<file path="src/rtl/fec_pkg.sv">
// ----------------------------------------------------------------------------
// fec_pkg
// Shared types, constants and helpers for the file name extension classifier.
// ----------------------------------------------------------------------------
package fec_pkg;

  localparam int SuffixLen = 14;
  localparam int NameLenW  = 4;
  localparam logic [NameLenW-1:0] NameLenSat = 4'd15;
  localparam logic [7:0] CharDot = 8'h2E;

  // Extension text, first character in the most significant byte.
  typedef logic [3:0][7:0] ext_text_t;

  typedef struct packed {
    ext_text_t  txt;
    logic [2:0] len;
  } ext_entry_t;

  typedef struct packed {
    logic is_rom;
    logic is_descriptor;
    logic is_raw_track;
    logic is_launcher;
    logic is_core;
  } class_flags_t;

  localparam int RomCount    = 37;
  localparam int DescCount   = 4;
  localparam int RawCount    = 2;
  localparam int LaunchCount = 1;

  localparam ext_entry_t RomTable [RomCount] = '{
    '{{"bin", 8'h00}, 3'd3}, '{{"cue", 8'h00}, 3'd3}, '{{"img", 8'h00}, 3'd3},
    '{{"mdf", 8'h00}, 3'd3}, '{{"pbp", 8'h00}, 3'd3}, '{{"toc", 8'h00}, 3'd3},
    '{{"cbn", 8'h00}, 3'd3}, '{{"m3u", 8'h00}, 3'd3}, '{{"ccd", 8'h00}, 3'd3},
    '{{"chd", 8'h00}, 3'd3}, '{{"iso", 8'h00}, 3'd3}, '{{"exe", 8'h00}, 3'd3},
    '{{"sfc", 8'h00}, 3'd3}, '{{"smc", 8'h00}, 3'd3}, '{{"nes", 8'h00}, 3'd3},
    '{{"fds", 8'h00}, 3'd3}, '{{"gba", 8'h00}, 3'd3}, '{{"gb", 16'h0000}, 3'd2},
    '{{"gbc", 8'h00}, 3'd3}, '{{"md", 16'h0000}, 3'd2}, '{{"gen", 8'h00}, 3'd3},
    '{{"smd", 8'h00}, 3'd3}, '{{"32x", 8'h00}, 3'd3}, '{{"sms", 8'h00}, 3'd3},
    '{{"gg", 16'h0000}, 3'd2}, '{{"n64", 8'h00}, 3'd3}, '{{"z64", 8'h00}, 3'd3},
    '{{"v64", 8'h00}, 3'd3}, '{{"pce", 8'h00}, 3'd3}, '{{"ngp", 8'h00}, 3'd3},
    '{{"ws", 16'h0000}, 3'd2}, '{{"wsc", 8'h00}, 3'd3}, '{{"col", 8'h00}, 3'd3},
    '{{"a26", 8'h00}, 3'd3}, '{{"lnx", 8'h00}, 3'd3}, '{{"zip", 8'h00}, 3'd3},
    '{{"7z", 16'h0000}, 3'd2}
  };

  localparam ext_entry_t DescTable [DescCount] = '{
    '{{"cue", 8'h00}, 3'd3}, '{{"ccd", 8'h00}, 3'd3},
    '{{"toc", 8'h00}, 3'd3}, '{{"m3u", 8'h00}, 3'd3}
  };

  localparam ext_entry_t RawTable [RawCount] = '{
    '{{"bin", 8'h00}, 3'd3}, '{{"img", 8'h00}, 3'd3}
  };

  localparam ext_entry_t LaunchTable [LaunchCount] = '{
    '{"3dsx", 3'd4}
  };

  // Core suffix, oldest character in the most significant byte.
  localparam logic [SuffixLen-1:0][7:0] CoreSuffix = {
    8'h5F, 8'h6C, 8'h69, 8'h62, 8'h72, 8'h65, 8'h74,
    8'h72, 8'h6F, 8'h2E, 8'h33, 8'h64, 8'h73, 8'h78
  };

  // Lower-case fold for ASCII letters only.
  function automatic logic [7:0] fold(input logic [7:0] c);
    logic [7:0] r;
    r = c;
    if (c >= 8'h41 && c <= 8'h5A) begin
      r = c + 8'h20;
    end
    return r;
  endfunction

  function automatic logic ext_equal(input ext_text_t head, input logic [3:0] len,
                                     input ext_entry_t e);
    logic ok;
    ok = ({1'b0, e.len} == len);
    for (int k = 0; k < 4; k++) begin
      if (3'(k) < e.len && head[3-k] != e.txt[3-k]) begin
        ok = 1'b0;
      end
    end
    return ok;
  endfunction

endpackage

</file>
<file path="src/rtl/filename_extension_classifier.sv">
// ----------------------------------------------------------------------------
// filename_extension_classifier
// Streams a file name one character per request and classifies its extension and its tail.
// ----------------------------------------------------------------------------
// The block accepts one character in every cycle unless the input stalls. Each
// request passes an input register, updates the extension buffer, tail window
// and length count, and on the request flagged as last the five classification
// flags are loaded from the input register stage into the result register. The
// state clears after each name. The input stalls only while a finished result
// waits and the character held in the input register closes another name.
module filename_extension_classifier #(
  parameter int MAX_EXT_LEN = 5
) (
  input  logic       clk_i,
  input  logic       rst_ni,
  input  logic       in_valid_i,
  output logic       in_stall_o,
  input  logic [7:0] char_code_i,
  input  logic       last_char_i,
  output logic       out_valid_o,
  input  logic       out_stall_i,
  output logic       is_rom_o,
  output logic       is_descriptor_o,
  output logic       is_raw_track_o,
  output logic       is_launcher_o,
  output logic       is_core_o
);

  localparam int LenW = $clog2(MAX_EXT_LEN + 1);
  localparam int SufW = fec_pkg::SuffixLen;

  logic       in_valid_q;
  logic [7:0] char_q;
  logic       last_q;

  logic [7:0]                     ext_buf_q [MAX_EXT_LEN];
  logic [7:0]                     ext_buf_d [MAX_EXT_LEN];
  logic [LenW-1:0]                ext_len_q, ext_len_d;
  logic                           ext_ovf_q, ext_ovf_d;
  logic                           seen_dot_q, seen_dot_d;
  logic [SufW-1:0][7:0]           tail_q, tail_d;
  logic [fec_pkg::NameLenW-1:0]   name_len_q, name_len_d;

  logic                  out_valid_q;
  fec_pkg::class_flags_t flags_d, flags_q;

  logic out_free, s1_go;

  assign out_free   = !out_valid_q || !out_stall_i;
  assign s1_go      = in_valid_q && (!last_q || out_free);
  assign in_stall_o = in_valid_q && !s1_go;

  always_ff @(posedge clk_i or negedge rst_ni) begin
    if (!rst_ni) begin
      in_valid_q <= 1'b0;
    end else if (!in_stall_o) begin
      in_valid_q <= in_valid_i;
    end
  end

  always_ff @(posedge clk_i) begin
    if (in_valid_i && !in_stall_o) begin
      char_q <= char_code_i;
      last_q <= last_char_i;
    end
  end

  always_comb begin
    logic [7:0] folded;
    folded     = fec_pkg::fold(char_q);
    ext_buf_d  = ext_buf_q;
    ext_len_d  = ext_len_q;
    ext_ovf_d  = ext_ovf_q;
    seen_dot_d = seen_dot_q;
    if (char_q == fec_pkg::CharDot) begin
      seen_dot_d = 1'b1;
      ext_len_d  = '0;
      ext_ovf_d  = 1'b0;
      for (int i = 0; i < MAX_EXT_LEN; i++) begin
        ext_buf_d[i] = '0;
      end
    end else if (seen_dot_q) begin
      if (ext_len_q < LenW'(MAX_EXT_LEN)) begin
        for (int i = 0; i < MAX_EXT_LEN; i++) begin
          if (LenW'(i) == ext_len_q) begin
            ext_buf_d[i] = folded;
          end
        end
        ext_len_d = ext_len_q + 1'b1;
      end else begin
        ext_ovf_d = 1'b1;
      end
    end
    tail_d     = {tail_q[SufW-2:0], char_q};
    name_len_d = (name_len_q == fec_pkg::NameLenSat) ? name_len_q : name_len_q + 1'b1;
  end

  fec_classify #(
    .MAX_EXT_LEN(MAX_EXT_LEN)
  ) u_classify (
    .ext_buf_i  (ext_buf_d),
    .ext_len_i  (ext_len_d),
    .ext_ovf_i  (ext_ovf_d),
    .seen_dot_i (seen_dot_d),
    .tail_i     (tail_d),
    .name_len_i (name_len_d),
    .flags_o    (flags_d)
  );

  // Control state clears once the closing character has been classified.
  always_ff @(posedge clk_i or negedge rst_ni) begin
    if (!rst_ni) begin
      ext_len_q  <= '0;
      ext_ovf_q  <= 1'b0;
      seen_dot_q <= 1'b0;
      name_len_q <= '0;
    end else if (s1_go) begin
      if (last_q) begin
        ext_len_q  <= '0;
        ext_ovf_q  <= 1'b0;
        seen_dot_q <= 1'b0;
        name_len_q <= '0;
      end else begin
        ext_len_q  <= ext_len_d;
        ext_ovf_q  <= ext_ovf_d;
        seen_dot_q <= seen_dot_d;
        name_len_q <= name_len_d;
      end
    end
  end

  always_ff @(posedge clk_i) begin
    if (s1_go) begin
      ext_buf_q <= ext_buf_d;
      tail_q    <= tail_d;
    end
  end

  always_ff @(posedge clk_i or negedge rst_ni) begin
    if (!rst_ni) begin
      out_valid_q <= 1'b0;
    end else if (s1_go && last_q) begin
      out_valid_q <= 1'b1;
    end else if (!out_stall_i) begin
      out_valid_q <= 1'b0;
    end
  end

  always_ff @(posedge clk_i) begin
    if (s1_go && last_q) begin
      flags_q <= flags_d;
    end
  end

  assign out_valid_o     = out_valid_q;
  assign is_rom_o        = flags_q.is_rom;
  assign is_descriptor_o = flags_q.is_descriptor;
  assign is_raw_track_o  = flags_q.is_raw_track;
  assign is_launcher_o   = flags_q.is_launcher;
  assign is_core_o       = flags_q.is_core;

endmodule

</file>
<file path="src/rtl/fec_classify.sv">
// ----------------------------------------------------------------------------
// fec_classify
// Table compare of the collected extension and the name tail.
// ----------------------------------------------------------------------------
module fec_classify #(
  parameter int MAX_EXT_LEN = 5,
  localparam int LenW = $clog2(MAX_EXT_LEN + 1)
) (
  input  logic [7:0]                             ext_buf_i [MAX_EXT_LEN],
  input  logic [LenW-1:0]                        ext_len_i,
  input  logic                                   ext_ovf_i,
  input  logic                                   seen_dot_i,
  input  logic [fec_pkg::SuffixLen-1:0][7:0]     tail_i,
  input  logic [fec_pkg::NameLenW-1:0]           name_len_i,
  output fec_pkg::class_flags_t                  flags_o
);

  fec_pkg::ext_text_t head;
  logic [3:0]         len4;
  logic               ext_ok;
  logic               rom_hit, desc_hit, raw_hit, launch_hit, core_hit;

  always_comb begin
    for (int k = 0; k < 4; k++) begin
      head[3-k] = ext_buf_i[k];
    end
    len4   = 4'(ext_len_i);
    ext_ok = seen_dot_i && !ext_ovf_i;

    rom_hit = 1'b0;
    for (int i = 0; i < fec_pkg::RomCount; i++) begin
      rom_hit |= fec_pkg::ext_equal(head, len4, fec_pkg::RomTable[i]);
    end
    desc_hit = 1'b0;
    for (int i = 0; i < fec_pkg::DescCount; i++) begin
      desc_hit |= fec_pkg::ext_equal(head, len4, fec_pkg::DescTable[i]);
    end
    raw_hit = 1'b0;
    for (int i = 0; i < fec_pkg::RawCount; i++) begin
      raw_hit |= fec_pkg::ext_equal(head, len4, fec_pkg::RawTable[i]);
    end
    launch_hit = 1'b0;
    for (int i = 0; i < fec_pkg::LaunchCount; i++) begin
      launch_hit |= fec_pkg::ext_equal(head, len4, fec_pkg::LaunchTable[i]);
    end

    // The saturated count means the name is longer than the suffix.
    core_hit = (name_len_i == fec_pkg::NameLenSat);
    for (int k = 0; k < fec_pkg::SuffixLen; k++) begin
      if (fec_pkg::fold(tail_i[k]) != fec_pkg::CoreSuffix[k]) begin
        core_hit = 1'b0;
      end
    end

    flags_o.is_rom        = ext_ok && rom_hit;
    flags_o.is_descriptor = ext_ok && desc_hit;
    flags_o.is_raw_track  = ext_ok && raw_hit;
    flags_o.is_launcher   = ext_ok && launch_hit;
    flags_o.is_core       = core_hit;
  end

endmodule
</file>
<file path="config.mk">
export PLATFORM = sky130hd
export DESIGN_NAME = filename_extension_classifier
export DESIGN_NICKNAME = d
export VERILOG_FILES = /design/src/rtl/fec_pkg.sv /design/src/rtl/filename_extension_classifier.sv /design/src/rtl/fec_classify.sv
export SDC_FILE = /design/constraint.sdc
export NUM_CORES = 1
export LEC_CHECK = 0
export ABC_AREA = 1
export ABC_CLOCK_PERIOD_IN_PS = 5700
export BUFFER_PORTS_ARGS = -buffer_cell sky130_fd_sc_hd__buf_2
export CAP_MARGIN = 20
export CORE_UTILIZATION = 35
export CTS_BUF_LIST = sky130_fd_sc_hd__clkbuf_4 sky130_fd_sc_hd__clkbuf_8 sky130_fd_sc_hd__clkbuf_16
export CTS_CLUSTER_SIZE = 16
export DETAILED_ROUTE_END_ITERATION = 10
export GPL_TIMING_DRIVEN = 0
export PLACE_DENSITY = 0.49
export SYNTH_ARGS = -nofsm -noshare
export SYNTH_HDL_FRONTEND = slang
export SYNTH_HIERARCHICAL = 1
export SYNTH_SLANG_ARGS = --single-unit
</file>
<file path="constraint.sdc">
create_clock -name clk_i -period 5.7 [get_ports clk_i]
set_input_delay 1.14 -clock clk_i [delete_from_list [all_inputs] [get_ports clk_i]]
set_output_delay 1.14 -clock clk_i [all_outputs]
set_load 0.02 [all_outputs]
</file>
==> results.txt, run 1 <==
The run finished with clean final reports. The power density over the cells is 312.5 nW/µm². The clock-pin slew on the worst setup and hold paths came out at 70 ps. The boundary pin count is 20.

The worst hold path was traced through 0 stages. The placed standard-cell area is approximately 8400 µm². The largest net degree at the start of global routing is around 90. The power share of the sequential group came out at 51.9%. The cell count after synthesis came out at a little over 800.

The number of endpoints failing setup at the final stage is 0. The combinational power share came out at approximately 7.7%. The total routing resource utilization after global routing came out at between 10% and 20%. The design draws between 2 and 3 mW. The standard-cell row count is 54. The count of max-cap constraint violations is 0. The number of DRC violations after detailed routing is 0. The global-route met1 utilization came out at 19.73%. The global routing met3 resource utilization is approximately 3.1%. The data arrival time of the critical path is between 3000 and 4000 ps.

The worst setup path is captured at a flip-flop. The peak ir drop on the vdd network is 218.0 µV. The final count of hold timing violations is 0. The leakage power figure came out at 3.741 nW.

The number of buffers on the longest clock path is 2. Hold timing on the final database bottoms out at a slack of ~450 ps. The total number of yosys warnings came out at 6. The total die area is around 23000 µm². The endpoint required time on the critical path is 5870 ps. The highest-utilization routing layer at the global route stage is met2.

The routed design could run at a clock period as short as approximately 3100 ps. Counting the fill cells in the layout gives about 2200. The sort of element at the start of the critical path is a flip-flop.

The core utilization of the finished layout is 40.85%. The wire length of the first global-routing pass is roughly 27 mm. The first routing iteration left between 300 and 400 violations.

The switching power is approximately 0.7 mW. The via count came out at around 5500. For this design, the slowest cell found on the critical path is edfxtp_1. The count of nets left with antenna violations once routing finished came out at 0.

The first TritonRoute pass finished after 5 iterations. The met2 track demand over resource is 25.21%. The clock arrives with between 15 and 20 ps of skew. The latest clock arrival within the worst-skew pair is ~430 ps.

Dividing the detail-routed via count by the number of cells gives between 4 and 5. Summed over all layers, the global routing overflow is 0. The width of the die is 152.6 µm. From synthesis to final layout, the design area changed by 13.38%. The number of cells on the worst reg-to-reg path is 22. The startpoint identified for the worst register-to-register timing path is char_q[2]$_DFFE_PP_. The total wire length came out at 16.97 mm. The H-tree level count came out at 4.

In this run the worst hold path is classified as flip-flop to flip-flop. With fillers left out, the area of the finished cells amounts to 8999 µm². The die height came out at ~150 µm. The weighted congestion reported at the end of routability-driven placement is 0.8962. The half-perimeter wire length after detailed placement is roughly 12 mm. In the final design database the tool counted approximately 900 nets. The synthesized net count came out at between 800 and 900. The diode insertion count for antenna repair came out at 0. The number of I/O port buffers came out at 19. Setup repair after global routing left no endpoint under its margin. The relative max-transition margin is about 52%. The total negative setup slack came out at 0 ps. The path with the worst hold slack has its endpoint at tail_d[23]$_DFFE_PP_. The TritonCTS buffer count came out at 17. For this run, the top clock speed supported by timing is roughly 320 MHz. Dividing the final minimum period by the clock period gives between 50% and 60%. A synthesized cell averages 9.643 µm². The number of slew-limit violations in the final report came out at 0. The internal power came out at around 2.1 mW. The source of the worst hold timing path is tail_d[15]$_DFFE_PP_.

The signal on the critical path passes through inv_1 -> nand2_1 -> nor2_1 -> nand3_1 -> nand2_1 -> nand2_1 -> nand2_1 -> nand2_1 -> a21oi_1 -> inv_1 -> nand2_1 -> inv_1 -> nand2_1 -> nor2_1 -> nand2_1 -> nor2_1 -> nor2_1 -> nand2_1 -> nor2_1 -> nand3_2 -> nor2_1 -> nor2_1. Counting stages on the worst path, the most repeated cell is nand2_1. The CTS tree is built. The number of antenna violations at the first check in global routing came out at 0. On the worst path, the slowest cell contributes a delay of 510 ps. Once the floorplan was initialized, standard cells occupied a little over a third of the core.

In the final layout, the share of cells above drive strength 1 is between 10% and 20%. The number of gates resized after CTS is 0. The mapped cell area came out at about 7900 µm². The slew at the pin with the worst max-slew slack came out at about 710 ps.

The number of global-route vias before repair is roughly 5300. The switching portion of total power came out at around a quarter. The slack of the worst reg-to-reg path is between 2000 and 3000 ps. The final routed wire length divided by cell count came out at about 15 µm.

The endpoint identified for the worst register-to-register timing path is is_rom_o$_DFFE_PP_. The setup fix buffers added after clock tree synthesis came out at 0. The root buffer cell chosen for the clock tree is clkbuf_16.

Of all nets on the critical path, the largest fanout is 6. Counting every sink on the clock net gives ~160. The number of hold buffers added after CTS came out at 0. The area of the core region is 22030 µm².

The clock network fraction of total power came out at ~40%. The setup path with the least slack is of type flip-flop to flip-flop.
## state kept, by name, indices dropped and copies added (netlist names)
register         flops
last_q               1
in_valid_q           1
is_core_o            1
out_valid_o          1
is_launcher_o        1
tail_d             104
ext_ovf_q            1
ext_len_q            3
seen_dot_q           1
is_raw_track_o       1
char_q               8
is_descriptor_o      1
is_rom_o             1
name_len_q           4
ext_buf_q           32
## power groups by stage
stage	clock network, mW	registers, mW	logic (mW)
final	1.14	1.46	0.216
after global placement	0	1.50	0.211
after global routing	1.21	1.47	0.249
after CTS	1.17	1.46	0.218
after floorplan	0	1.48	0.153
after detailed placement	0	1.49	0.217
## worst max-delay path by stage
stage	end	slack, ps	cells past startpoint	startpoint
floorplan	ext_buf_q[10]$_DFFE_PP_	450	3	out_stall_i
global placement	is_raw_track_o$_DFFE_PP_	-2000	6	out_stall_i
detailed placement	is_rom_o$_DFFE_PP_	2560	22	char_q[2]$_DFFE_PP_
CTS	is_rom_o$_DFFE_PP_	2540	22	char_q[2]$_DFFE_PP_
global route	is_rom_o$_DFFE_PP_	2200	22	char_q[2]$_DFFE_PP_
finish	is_rom_o$_DFFE_PP_	2550	22	char_q[2]$_DFFE_PP_
## metal layers
metal | wire length, µm | share of wire (%) | vias up
li1 | - | - | 2825
met1 | 8148 | 48 | 2524
met2 | 7929 | 47 | 109
met3 | 665 | 3.9 | 13
met4 | 222 | 1.3 | 0
met5 | 0 | 0 | -
## metrics by stage
step / setup slack [ps] / std cells
after floorplan: 446.7 / 823
after global placement: -2003 / 1122
after detailed placement: 2562 / 1123
after CTS: 2537 / 1155
after global routing: 2201 / 1155
final: 2552 / 1155
## layout make-up
type	count	area, µm²	share of cell area, %
clock buffer	18	432.9	4.811
clock inverter	14	151.4	1.682
buffer	11	91.34	1.015
inverter	141	536.8	5.965
timing repair buffer	20	122.6	1.363
multi-input combinational	510	2534	28.16
tap	280	350.3	3.893
sequential	161	4780	53.11
## worst max-delay path, delay by kind of cell (launching register included)
family	cells	cell delay (ps)
buffers and inverters	3	430
AO/OA/AOI/OAI	1	180
AND/OR/NAND/NOR	18	1760
flip-flops	1	510
## cell usage in the layout, fill, tap and decap left out, drive strengths merged
master / instances
nor2: 139
o2111ai: 1
nand3: 36
o211ai: 1
and3: 1
nand2: 169
a21oi: 35
buf: 30
nand3b: 1
clkinv: 6
clkbuf: 19
nor3: 9
dfrtp: 11
o21a: 3
ha: 20
clkinvlp: 2
edfxtp: 150
nor4b: 6
nand4: 15
o221ai: 1
xor2: 1
o22ai: 6
o21ai: 49
o21bai: 4
inv: 146
nor4: 13
bufinv: 1
Power figures use the tool's default switching activity.
==> run 2: changes to the inputs <==
--- a/config.mk
+++ b/config.mk
@@ -6,7 +6,7 @@
 export NUM_CORES = 1
 export LEC_CHECK = 0
 export ABC_AREA = 1
-export ABC_CLOCK_PERIOD_IN_PS = 5700
+export ABC_CLOCK_PERIOD_IN_PS = 3000
 export BUFFER_PORTS_ARGS = -buffer_cell sky130_fd_sc_hd__buf_2
 export CAP_MARGIN = 20
 export CORE_UTILIZATION = 35
==> constraint.sdc (replaced) <==
create_clock -name clk_i -period 3 [get_ports clk_i]
set_input_delay 0.6 -clock clk_i [delete_from_list [all_inputs] [get_ports clk_i]]
set_output_delay 0.6 -clock clk_i [all_outputs]
set_load 0.02 [all_outputs]
==> results.txt, run 2 (synthesis results as in run 1) <==
The run finished, with violations left. The final reports fail on design-rule violations. The wire length of the first global-routing pass came out at roughly 28 mm.

The slew at the pin with the worst max-slew slack came out at about 720 ps. The number of DRC violations after detailed routing is 1. The latest clock arrival within the worst-skew pair is ~430 ps. The final count of hold timing violations came out at 0. TritonCTS built the clock tree.

The floorplan step defined a die boundary enclosing roughly 23000 µm². The boundary pin count came out at 20. The clock arrives with 12.22 ps of skew. The largest net degree at the start of global routing came out at around 90. The number of I/O port buffers is 19. The TritonCTS buffer count came out at 17. In this run the horizontal extent of the chip is ~150 µm. The number of clock sinks is 161. The endpoint required time on the critical path is 3180 ps. The longest clock path from root to sink contains 2 buffers. The H-tree level count is 4.

The standard-cell row count is 54. The maximum fanout along the worst path is 6. The worst setup path is launched from a flip-flop. The endpoint of the worst setup timing path is is_rom_o$_DFFE_PP_. The iteration-0 DRC count of the detailed router is approximately 380. The placed standard-cell area is roughly 8400 µm². The number of hold buffers added after CTS is 0. The total wire length is 17.25 mm. For this design the static power due to leakage is roughly 3.9 nW. The starting density of the core is between 30% and 40%. The die height came out at around 150 µm. The weighted congestion reported at the end of routability-driven placement came out at roughly 0.90.

Tracing the worst setup path back leads to its startpoint at char_q[2]$_DFFE_PP_. The via count is ~5600. The number of vias per cell is about 4.7. By startpoint and endpoint, the worst setup path is classified as flip-flop to flip-flop. The total power after layout is 5.312 mW.

The flip-flop count of the largest register, all copies and words added is 104. At the worst endpoint, the arrival time is about 3000 ps. The region available for standard cell placement spans about 22000 µm².

The post-route netlist has between 15 and 20% of its cells at a drive strength greater than 1. The worst register-to-register path begins at char_q[2]$_DFFE_PP_. The number of global-route vias before repair came to ~5400. The half-perimeter wire length after detailed placement is ~13 mm. For flop-to-flop paths, the worst setup slack is between 150 and 200 ps.

The time the final worst path needs with I/O delays and setup came out at between 2000 and 3000 ps. The ratio of final minimum period to clock period came out at between 90 and 100%. The growth of design area from synthesis to finish is 17.81%.

The number of slew-limit violations in the final report is 0. The peak ir drop on the vdd network came out at approximately 360 µV. Leaving out fill and tap cells, the most frequent cell in the layout is edfxtp_1. The diode insertion count for antenna repair is 0.

The number of nets with antenna violations after detailed routing is 0. The library cells used most frequently in the layout, excluding fill and tap cells, are 150 x edfxtp_1, 147 x nand2_1, 130 x inv_1. Prior to clock tree synthesis, the placed netlist has a worst setup slack of -158.1 ps. With fillers left out, the area of the finished cells amounts to 9350 µm². The tree is rooted in a clkbuf_16. The tightest min-delay check is of the primary input to async pin type.

The total routing resource utilization after global routing is about 16%. The post-layout net count came out at a little over 900. The clock-pin slew on the worst setup and hold paths is roughly 70 ps. In the post-route analysis, the smallest setup slack over all paths is about 160 ps. The number of antenna violations at the first check in global routing is 0. The global route total overflow came out at 0.

Before antenna repair, the detailed router went through 8 iterations. The number of endpoints failing setup at the final stage came out at 0. STA classifies the critical path endpoint as a flip-flop. The power density over the cells came out at around 570 nW/µm². The number of cell instances on the worst register-to-register path came out at 22. The critical register-to-register path endpoint is is_rom_o$_DFFE_PP_. Based on the critical path, the design can be clocked at up to 352.5 MHz. In this run the tightest slew margin relative to its limit is a little over 50%.

The final routed wire length divided by cell count came out at between 10 and 15 µm. The count of max-cap constraint violations is 0.
run 2: changes by cell type in the layout (fill, tap and decap cells not counted), sizes merged:
cell and change:
buf +24, inv +2, bufinv -1, clkbuf -1, clkinv +1, clkinvlp -1
run 2: per-stage QoR:
stage / std cells / hold WS [ps] / setup TNS (ps) / util [%]
3_5_place_dp: 1123 / 431.8 / -158.1 / 38.20
2_1_floorplan: 823 / 304.4 / 0 / -
5_1_grt: 1179 / 27.51 / -73.86 / 42.45
3_3_place_gp: 1122 / 428.5 / -145200 / 38.06
4_1_cts: 1156 / 12.46 / 0 / 40.91
6_report: 1179 / 25.66 / 0 / 42.45
run 2: worst min path at each step:
stage                               endpoint  slack (ps)  cells after the start
floorplan           ext_len_q[0]$_DFFE_PN0P_         300                      0
global placement        tail_d[51]$_DFFE_PP_         430                      0
detailed placement      tail_d[32]$_DFFE_PP_         430                      0
CTS                   seen_dot_q$_DFFE_PN0P_          10                      1
global route          seen_dot_q$_DFFE_PN0P_          30                      1
finish                seen_dot_q$_DFFE_PN0P_          30                      1
run 2: what timing repair did:
| action | in CTS | in global routing |
|---|---|---|
| resized for setup | 6 | 52 |
| pin swaps | 0 | 16 |
| endpoints found under the setup margin | 1 | 3 |
| buffers inserted | 1 | 23 |
run 2: layout make-up:
type | count | area (µm²)
fillers | 2160 | 12680
flip-flops and latches | 161 | 4781
multi-input cells | 510 | 2699
inverters | 141 | 541.8
clock buffers | 17 | 425.4
well taps | 280 | 350.3
repair buffers | 44 | 306.5
clock inverters | 15 | 146.4
plain buffers | 11 | 100.1
run 2: layer usage:
| metal | global-route usage (%) | vias to the layer above | wire length [µm] |
|---|---|---|---|
| li1 | - | 2880 | - |
| met1 | 21.31 | 2602 | 8425 |
| met2 | 24.68 | 98 | 8015 |
| met3 | 3.441 | 14 | 630 |
| met4 | 4.666 | 0 | 182 |
| met5 | 0 | - | 0 |
run 2: report_power, final:
part           internal, mW  switching (mW)
combinational         0.147           0.313
sequential             2.68          0.0962
clock                  1.10           0.973
total                  3.93            1.38
run 2: worst max-delay path: stages (launching register included):
cell,delay (ps)
edfxtp_1,500
buf_6,160
nor2_1,40
nand2_1,70
nor2_1,50
nor3_1,220
nand2_1,100
nand2_2,140
nand2_1,90
a21oi_2,170
inv_2,60
nand2_2,70
inv_1,60
nand2_4,110
nor2_1,60
nand2_1,80
nor2_1,50
nor2_1,80
nand2_1,70
nor2_2,160
nand3_2,80
nor2_2,100
nor2_1,40
==> run 3: changes to the inputs <==
--- a/config.mk
+++ b/config.mk
@@ -6,7 +6,7 @@
 export NUM_CORES = 1
 export LEC_CHECK = 0
 export ABC_AREA = 1
-export ABC_CLOCK_PERIOD_IN_PS = 3000
+export ABC_CLOCK_PERIOD_IN_PS = 3400
 export BUFFER_PORTS_ARGS = -buffer_cell sky130_fd_sc_hd__buf_2
 export CAP_MARGIN = 20
 export CORE_UTILIZATION = 35
==> constraint.sdc (replaced) <==
create_clock -name clk_i -period 3.4 [get_ports clk_i]
set_input_delay 0.68 -clock clk_i [delete_from_list [all_inputs] [get_ports clk_i]]
set_output_delay 0.68 -clock clk_i [all_outputs]
set_load 0.02 [all_outputs]
==> results.txt, run 3 (synthesis results as in run 1) <==
The relative max-transition margin came out at between 50% and 60%. The run finished, with violations left. Once detailed placement completed, the half-perimeter wirelength came to 12.58 mm. The power density over the cells came out at roughly 520 nW/µm². The post-layout net count is 895.

Walking the worst path, the cells encountered are inv_2 -> nand2_1 -> nor2_1 -> nand3_1 -> nand2_1 -> nand2_1 -> nand2_1 -> nand2_1 -> a21oi_1 -> inv_1 -> nand2_1 -> nor2_1 -> nand2_1 -> nor2_1 -> nand3_1 -> nand3_1 -> nor2_1 -> nand3_2 -> nor2_1 -> nor2_1. The share of layout cells above drive strength 1 came out at around 11%. For this design, the CTS-stage hold fixing added 0 buffers.

The wire length of the first global-routing pass came out at 27.88 mm. The congestion estimate from routability-driven global placement came to 0.8960. The total area of multi-input combinational cells is about 2500 µm². The switching power is approximately 1.2 mW.

The largest delay contributor family on the critical path is simple AND/OR/NAND/NOR gates. For this run, global-route usage on met3 was measured as between 3 and 4%. The number of buffer and inverter instances along the worst setup path came out at 2. CTS placed an instance of clkbuf_16 at the clock tree root. In the final routed layout, each cell accounts on average for between 10 and 15 µm. The latest clock arrival within the worst-skew pair came out at 430 ps.

After the first detailed-routing iteration, the DRC count stood at around 420. Leaving out fill and tap cells, the most frequent cell in the layout is nand2_1. The time the final worst path needs with I/O delays and setup is a little over 3000 ps.

The clock passes through at most 2 buffers. The worst clock skew is approximately 14 ps. The switching portion of total power is between 20% and 30%. The total negative setup slack is 0 ps.

The power share of the sequential group is 52.8%. The met2 track demand over resource came out at between 20 and 25%. STA puts the critical path data arrival time at approximately 3300 ps. During I/O placement, the number of pins put on the boundary was 20.

The clock network fraction of total power came out at 39.4%. The number of nets with antenna violations after detailed routing is 0. The CTS tree is built.

For this run, design rule violations remaining after detail routing come to 1. The category of the worst setup path capture point is a flip-flop. For this design, the slowest cell found on the critical path is edfxtp_1. Setup violations remaining at the end of the flow were counted as 0. The sequential cells in the finished layout cover a total of 4780 µm². The number of I/O port buffers came out at 19.

The number of filler instances in the final layout came out at 2187. The combinational power share came out at slightly below 8%. The maximum fanout along the worst path came out at 6. The path class of the tightest hold or removal check is primary input to async pin.

The initial utilization of the core area, before any placement, comes to between 30% and 40%. The H-tree was split into 4 levels. The floorplan step set the die width to 152.6 µm. Once the clock tree was built, the resizer swapped 0 gates to a different size.

Summed over all cells, the static leakage comes to around 3.7 nW. The setup fix buffers added after clock tree synthesis came out at 0. The number of antenna violations at the first check in global routing came out at 0. The final count of hold timing violations was 0.

The total die area is about 23000 µm². In this run the vertical extent of the chip is around 150 µm. The delay of the slowest critical-path stage came out at around 450 ps. The flip-flop count of the largest register, all copies and words added came out at 104. The worst setup path is launched from a flip-flop.

The ratio of final minimum period to clock period is 90.57%. The endpoint required time on the critical path came out at roughly 3600 ps. The count of max-cap constraint violations is 0. The number of slew-limit violations in the final report came out at 0.

The final layout contains routed wiring with a total length of 16.92 mm. The first detailed-routing pass took 8 iterations. The TritonCTS buffer count is 17. The final reports fail on design-rule violations. The largest net degree at the start of global routing is 88. The number of vias per cell came out at 4.754.

The clock-pin slew on the worst setup and hold paths came out at approximately 70 ps. Global routing used between 20% and 30% of the available met1 tracks. The area of the core region is between 20000 and 25000 µm². The number of clock sinks came out at between 150 and 200. Among the stages of the critical path, the cell type that occurs most often is nand2_1. The slew at the pin with the worst max-slew slack is roughly 720 ps. The internal power came out at 3.442 mW. Global routing consumed, over all layers together, 15.53% of the routing resources. The via count came out at 5491. Setup repair after global routing left no endpoint under its margin.

The final worst hold slack is approximately 110 ps. IR analysis of the VDD net gives a maximum drop of roughly 310 µV. The highest-utilization routing layer at the global route stage is met2. After floorplanning, the core was divided into 54 placement rows. The global route total overflow is 0. The number of global-route vias before repair is ~5400. The achievable frequency is 324.8 MHz. The diode insertion count for antenna repair came out at 0.

The critical path is of the flip-flop to flip-flop type. In the layout the commonest cells are 160 x nand2_1, 150 x edfxtp_1, 132 x inv_1. The growth of design area from synthesis to finish came out at 13.31%.
[run 3: cell count changes in the layout (fill, tap and decap cells not counted), sizes merged]
cell / change
buf: -24
[run 3: path summary, 6_finish.rpt]
| check | startpoint | to | slack, ps | depth (start not counted) |
|---|---|---|---|---|
| min in group clk_i | last_char_i | last_q$_DFFE_PP_ | 420 | 1 |
| max reg2reg | char_q[0]$_DFFE_PP_ | is_rom_o$_DFFE_PP_ | 320 | 20 |
| min | rst_ni | seen_dot_q$_DFFE_PN0P_ | 110 | 1 |
| max | char_q[0]$_DFFE_PP_ | is_rom_o$_DFFE_PP_ | 320 | 20 |
| min reg2reg | tail_d[43]$_DFFE_PP_ | tail_d[51]$_DFFE_PP_ | 440 | 0 |
| max in group asynchronous | rst_ni | name_len_q[2]$_DFFE_PN0P_ | 3100 | 1 |
[run 3: metrics by stage]
stage | power [mW] | instances | util, % | worst slack, ps | cell area [µm²]
after CTS | 4.705 | 1155 | 40.80 | 228.5 | 8986
after floorplan | 2.730 | 823 | - | 379.6 | 7938
final | 4.640 | 1155 | 40.83 | 320.7 | 8992
after global placement | 2.857 | 1122 | 38.06 | -1122 | 8383
after global routing | 4.852 | 1155 | 40.83 | 34.20 | 8992
after detailed placement | 2.860 | 1123 | 38.20 | 241.9 | 8414
[run 3: area by class of cell]
cell class,instances,share of cell area (%)
flip-flops and latches,161,53.15
multi-input cells,510,28.25
clock inverters,15,1.628
repair buffers,20,1.364
inverters,141,5.969
plain buffers,11,1.016
well taps,280,3.896
clock buffers,17,4.731
[run 3: power by group through the flow]
| stage | clock (mW) | combinational [mW] | sequential (mW) |
|---|---|---|---|
| finish | 1.83 | 0.360 | 2.45 |
| global route | 1.96 | 0.417 | 2.47 |
| CTS | 1.89 | 0.365 | 2.45 |
| detailed placement | 0 | 0.364 | 2.50 |
| global placement | 0 | 0.353 | 2.50 |
| floorplan | 0 | 0.256 | 2.47 |
[run 3: metal layers]
metal,routed length [µm],vias to the layer above
li1,-,2832
met1,8249,2555
met2,7858,93
met3,650,11
met4,161,0
met5,0,-
[run 3: worst reg2reg max path, stage by stage (launching register included)]
cell	delay, ps
edfxtp_1	450
inv_2	190
nand2_1	130
nor2_1	120
nand3_1	70
nand2_1	120
nand2_1	60
nand2_1	180
nand2_1	80
a21oi_1	270
inv_1	100
nand2_1	100
nor2_1	80
nand2_1	180
nor2_1	70
nand3_1	90
nand3_1	60
nor2_1	230
nand3_2	90
nor2_1	110
nor2_1	40
